<file path="config.mk">
export PLATFORM = sky130hd
export DESIGN_NAME = rrf_cover
export DESIGN_NICKNAME = d
export VERILOG_FILES = /design/src/hw/rtl/rrf_pkg.sv /design/src/hw/rtl/rrf_cover.sv
export SDC_FILE = /design/constraint.sdc
export NUM_CORES = 1
export LEC_CHECK = 0
export BUFFER_PORTS_ARGS = -buffer_cell sky130_fd_sc_hd__buf_4
export CAP_MARGIN = 20
export CORE_MARGIN = 4
export CORE_UTILIZATION = 44
export DETAILED_ROUTE_END_ITERATION = 8
export PLACE_DENSITY = 0.61
export SLEW_MARGIN = 20
export SYNTH_ARGS = -nofsm -noshare
export SYNTH_HDL_FRONTEND = slang
export SYNTH_SLANG_ARGS = --single-unit
</file>
<file path="constraint.sdc">
create_clock -name vclk -period 21.7
set_input_delay 1.085 -clock vclk [all_inputs]
set_output_delay 1.085 -clock vclk [all_outputs]
set_load 0.02 [all_outputs]
</file>
<file path="src/hw/rtl/rrf_pkg.sv">
`timescale 1ns / 1ps

package rrf_pkg;

	localparam int FB_WIDTH  = 1024;
	localparam int FB_HEIGHT = 1024;

	localparam int PIX_W       = 10;
	localparam int COORD_W     = 13;
	localparam int RADIUS_W    = 12;
	localparam int RADIUS_SQ_W = 2 * RADIUS_W;
	localparam int MASK_W      = 4;
	localparam int COLOR_W     = 32;
	localparam int ADDR_W      = 20;
	localparam int CFG_INDEX_W = 3;
	localparam int CFG_DATA_W  = 32;

	localparam logic [CFG_INDEX_W-1:0] REG_RECT_LEFT     = 3'd0;
	localparam logic [CFG_INDEX_W-1:0] REG_RECT_TOP      = 3'd1;
	localparam logic [CFG_INDEX_W-1:0] REG_RECT_RIGHT    = 3'd2;
	localparam logic [CFG_INDEX_W-1:0] REG_RECT_BOTTOM   = 3'd3;
	localparam logic [CFG_INDEX_W-1:0] REG_CORNER_RADIUS = 3'd4;
	localparam logic [CFG_INDEX_W-1:0] REG_CORNER_MASK   = 3'd5;
	localparam logic [CFG_INDEX_W-1:0] REG_FILL_COLOR    = 3'd6;

	localparam logic [MASK_W-1:0] CORNER_MASK_RESET = 4'hF;

	typedef struct packed {
		logic [PIX_W-1:0] pixel_x;
		logic [PIX_W-1:0] pixel_y;
	} pix_t;

	typedef struct packed {
		logic               write_enable;
		logic [ADDR_W-1:0]  pixel_address;
		logic [COLOR_W-1:0] pixel_color;
	} res_t;

	typedef struct packed {
		logic signed [COORD_W-1:0] rect_left;
		logic signed [COORD_W-1:0] rect_top;
		logic signed [COORD_W-1:0] rect_right;
		logic signed [COORD_W-1:0] rect_bottom;
		logic [RADIUS_W-1:0]       corner_radius;
		logic [RADIUS_SQ_W-1:0]    radius_sq;
		logic [MASK_W-1:0]         corner_mask;
		logic [COLOR_W-1:0]        fill_color;
	} cfg_t;

endpackage

</file>
<file path="src/hw/rtl/rrf_cover.sv">
`timescale 1ns / 1ps

module rrf_cover
	import rrf_pkg::*;
(
	input  cfg_t cfg,
	input  pix_t pix,
	output res_t res
);

	localparam int SW     = COORD_W + 2;
	localparam int DIM_W  = 14;
	localparam int SUM_W  = RADIUS_SQ_W + 1;
	localparam int MUL_W  = DIM_W + DIM_W;

	logic signed [SW-1:0] xs, ys, l_e, t_e, rt_e, b_e, r_e;
	logic signed [SW-1:0] dl, dr, dt, db;
	logic signed [SW-1:0] ml, mr, mt, mb;
	logic [RADIUS_SQ_W-1:0] sq_l, sq_r, sq_t, sq_b;
	logic [SUM_W-1:0] sum_tl, sum_tr, sum_bl, sum_br, rsq_e;
	logic x_in_fb, y_in_fb, in_rect;
	logic near_l, near_r, near_t, near_b;
	logic drop_tl, drop_tr, drop_bl, drop_br, cov;
	logic [MUL_W-1:0] addr_full;

	assign xs   = {{(SW-PIX_W){1'b0}}, pix.pixel_x};
	assign ys   = {{(SW-PIX_W){1'b0}}, pix.pixel_y};
	assign l_e  = {{(SW-COORD_W){cfg.rect_left[COORD_W-1]}}, cfg.rect_left};
	assign t_e  = {{(SW-COORD_W){cfg.rect_top[COORD_W-1]}}, cfg.rect_top};
	assign rt_e = {{(SW-COORD_W){cfg.rect_right[COORD_W-1]}}, cfg.rect_right};
	assign b_e  = {{(SW-COORD_W){cfg.rect_bottom[COORD_W-1]}}, cfg.rect_bottom};
	assign r_e  = {{(SW-RADIUS_W){1'b0}}, cfg.corner_radius};

	// Distances of the pixel from each edge; all are non-negative inside the rectangle.
	assign dl = xs - l_e;
	assign dr = rt_e - xs - SW'(1);
	assign dt = ys - t_e;
	assign db = b_e - ys - SW'(1);

	assign x_in_fb = {{(DIM_W-PIX_W){1'b0}}, pix.pixel_x} < DIM_W'(FB_WIDTH);
	assign y_in_fb = {{(DIM_W-PIX_W){1'b0}}, pix.pixel_y} < DIM_W'(FB_HEIGHT);
	assign in_rect = (dl >= 0) && (dr >= 0) && (dt >= 0) && (db >= 0) && x_in_fb && y_in_fb;

	assign near_l = dl < r_e;
	assign near_r = dr < r_e;
	assign near_t = dt < r_e;
	assign near_b = db < r_e;

	// Inside a corner square the offset from the arc center has magnitude
	// radius minus edge distance, which lies between one and the radius.
	assign ml = r_e - dl;
	assign mr = r_e - dr;
	assign mt = r_e - dt;
	assign mb = r_e - db;

	assign sq_l = ml[RADIUS_W-1:0] * ml[RADIUS_W-1:0];
	assign sq_r = mr[RADIUS_W-1:0] * mr[RADIUS_W-1:0];
	assign sq_t = mt[RADIUS_W-1:0] * mt[RADIUS_W-1:0];
	assign sq_b = mb[RADIUS_W-1:0] * mb[RADIUS_W-1:0];

	assign sum_tl = {1'b0, sq_l} + {1'b0, sq_t};
	assign sum_tr = {1'b0, sq_r} + {1'b0, sq_t};
	assign sum_bl = {1'b0, sq_l} + {1'b0, sq_b};
	assign sum_br = {1'b0, sq_r} + {1'b0, sq_b};
	assign rsq_e  = {1'b0, cfg.radius_sq};

	assign drop_tl = cfg.corner_mask[0] && near_l && near_t && (sum_tl > rsq_e);
	assign drop_tr = cfg.corner_mask[1] && near_r && near_t && (sum_tr > rsq_e);
	assign drop_bl = cfg.corner_mask[2] && near_l && near_b && (sum_bl > rsq_e);
	assign drop_br = cfg.corner_mask[3] && near_r && near_b && (sum_br > rsq_e);

	assign cov = in_rect && !(drop_tl || drop_tr || drop_bl || drop_br);

	assign addr_full = {{(MUL_W-PIX_W){1'b0}}, pix.pixel_y} * MUL_W'(FB_WIDTH)
		+ {{(MUL_W-PIX_W){1'b0}}, pix.pixel_x};

	always_comb begin
		res.write_enable  = cov;
		res.pixel_address = cov ? addr_full[ADDR_W-1:0] : '0;
		res.pixel_color   = cov ? cfg.fill_color : '0;
	end

endmodule

</file>
==> run metrics <==
DR DRC count 0; Syn. warnings 0; Worst setup EP type output port; Max Fclk around 0.063 GHz; slew of the pin with the lowest slew margin 1.032 ns; Tot GR Track Use 0.2451; Post-Route WL approximately 80,000 um; final setup fails 0; Most Frequent Cell on Critical Path inv_1; sequential cell area 0 sq um; proportion of layout cells with a drive suffix above 1 0.09240; final core occ 0.4847; area grow syn2layout 9.348%; WP data arrival between 10 and 15 ns; synth unique cells between 80 and 90; Synthesized Nets between 4k and 5k; die area between 60,000 and 70,000 sq um; Critical Path Max Stage Delay just over 0.7 ns; top-area cell type share of the netlist area 0.2419; register area share after synthesis 0; largest net degree at the start of global routing between 50 and 60; hold path depth 4; crit path max-delay cell type xor2_1; min cycle time layout around 16 ns; first-pass GRT wire length between 100,000 and 150,000 um; Initial Util 0.4433; CP Class in2out; total gr overflow 0; Worst Path Max Fanout 53; Final Wtd Congestion 0.9546; vias in the first global route 23.90k; Final Max Slew Viols 0; Port Buffers between 150 and 200; Antenna Violating Nets Remaining 0; # IOs 197; HPWL after DPL 72,870 um; RSZ-0062 raised after global routing false; stages on the worst setup path 58; via density per instance 5.363; synthesized area 27,300 sq um; Mapped Cells ~3.5k; delay-heaviest family, CP adder cells; type of origin of the critical path primary input; Detailed Route Iter0 Violations ~1.5k; Core Area a little over 60,000 sq um; Mean Syn Cell Area just under 8 sq um; hold_buf cts 0; Vias around 24k; setup repair bufs after CTS 0; status finished, final reports clean; DP Area roughly 30,000 sq um; antenna violations before repair 0; DRT Pass-1 Iters 6; max-cap viol count 0; Die Wd 257.1 um; Die H approximately 260 um; clock buffer count in the final layout 0; Post-CTS Resized 0; Fin. Hold Viols 0; WP data required around 20 ns; Final period util 0.7356; WL/cell 18.32 um; final non-filler cell area approximately 30,000 sq um; Hold Path Class in2out; final-stage net count around 4.6k; top cells by area, synth fa_1 24%, ha_1 24%, inv_1 9.5%, xnor2_1 4.9%, nor2_1 4.3%; num sequential 0; buffers and inverters on the worst path 12; relative slew slack 0.3123; # rows slightly above 90; TNS Setup 0 ns; largest area contributor in the netlist fa_1
final timing paths:
path,start,end,slack (ns)
worst max-delay path,pix[0],res[52],5.74
worst min-delay path,cfg[31],res[31],2.50
routing by layer:
metal,global-route usage,vias to the layer above,part of all wire
met4,0.04834,0,0.024
li1,-,11869,-
met2,0.4267,653,0.47
met1,0.3366,11460,0.45
met3,0.01899,72,0.051
met5,0,-,0
layout make-up:
| class | count | area [sq um] |
|---|---|---|
| fill | 6258 | 31740 |
| antenna | 1 | 2.502 |
| inverter | 702 | 2635 |
| timing repair buffer | 230 | 1727 |
| tap | 837 | 1047 |
| multi-input combinational | 2715 | 24450 |
cell usage in the layout, fill, tap and decap left out, types with 10 or more instances in the layout:
cell type and instances:
inv_1 690, ha_1 516, fa_1 330, nor2_1 310, nand2_1 243, buf_4 230
a21oi_1 179, xnor2_1 152, o21ai_0 120, a21o_1 94, xor2_1 67, nor3_1 55
nor2b_1 54, nor3_2 50, o21a_1 49, nand2b_1 43, nand3_1 43, and2_1 41
a211oi_1 38, o211ai_1 24, o21bai_1 24, nand4_1 21, and3_1 15, nor4_1 15
o21ai_1 12, or2_2 12, o31ai_1 11, a31oi_1 10, or3_1 10
synth_stat cells (9+ instances only):
| library cell | count |
|---|---|
| a31oi_1 | 10 |
| a211oi_1 | 38 |
| nand2_1 | 243 |
| xor2_1 | 67 |
| fa_1 | 330 |
| a221oi_1 | 9 |
| nor3_2 | 50 |
| and2_1 | 41 |
| nand4_1 | 21 |
| or3_1 | 10 |
| a31o_2 | 9 |
| o31ai_1 | 11 |
| nand2b_1 | 43 |
| nor3b_1 | 10 |
| o21a_1 | 49 |
| clkbuf_1 | 38 |
| ha_1 | 516 |
| and3_1 | 15 |
| o21bai_1 | 24 |
| o21ai_0 | 120 |
| xnor2_1 | 152 |
| a21oi_1 | 179 |
| nand3_1 | 43 |
| nor3_1 | 55 |
| o21ai_1 | 12 |
| nor4_1 | 15 |
| nor2b_1 | 54 |
| a21o_1 | 94 |
| or2_2 | 12 |
| a211o_1 | 9 |
| o211ai_1 | 24 |
| and4_1 | 9 |
| inv_1 | 690 |
| nor2_1 | 310 |
per-stage QoR:
stage	cells	worst slack, ns	hold WS (ns)
6_report	4485	5.737	2.501
5_1_grt	4484	4.638	2.521
4_1_cts	4484	5.869	2.500
3_5_place_dp	4484	5.888	2.500
3_3_place_gp	4484	6.097	2.499
2_1_floorplan	3468	7.716	2.284
logic make-up (layout without fill, tap and decap cells):
logic type | Yosys count | in the layout | share of synthesized area
buf+inv | 753 | 932 | 0.1060
fa+ha+maj | 849 | 849 | 0.4795
simple gates | 947 | 947 | 0.1709
mux | 10 | 10 | 0.003895
compound gates | 689 | 689 | 0.1688
other cells | 0 | 1 | 0
xor+xnor | 220 | 220 | 0.07084
Power is not shown: default switching activity piles up to over one toggle a cycle in this logic, so the estimate is an artifact.
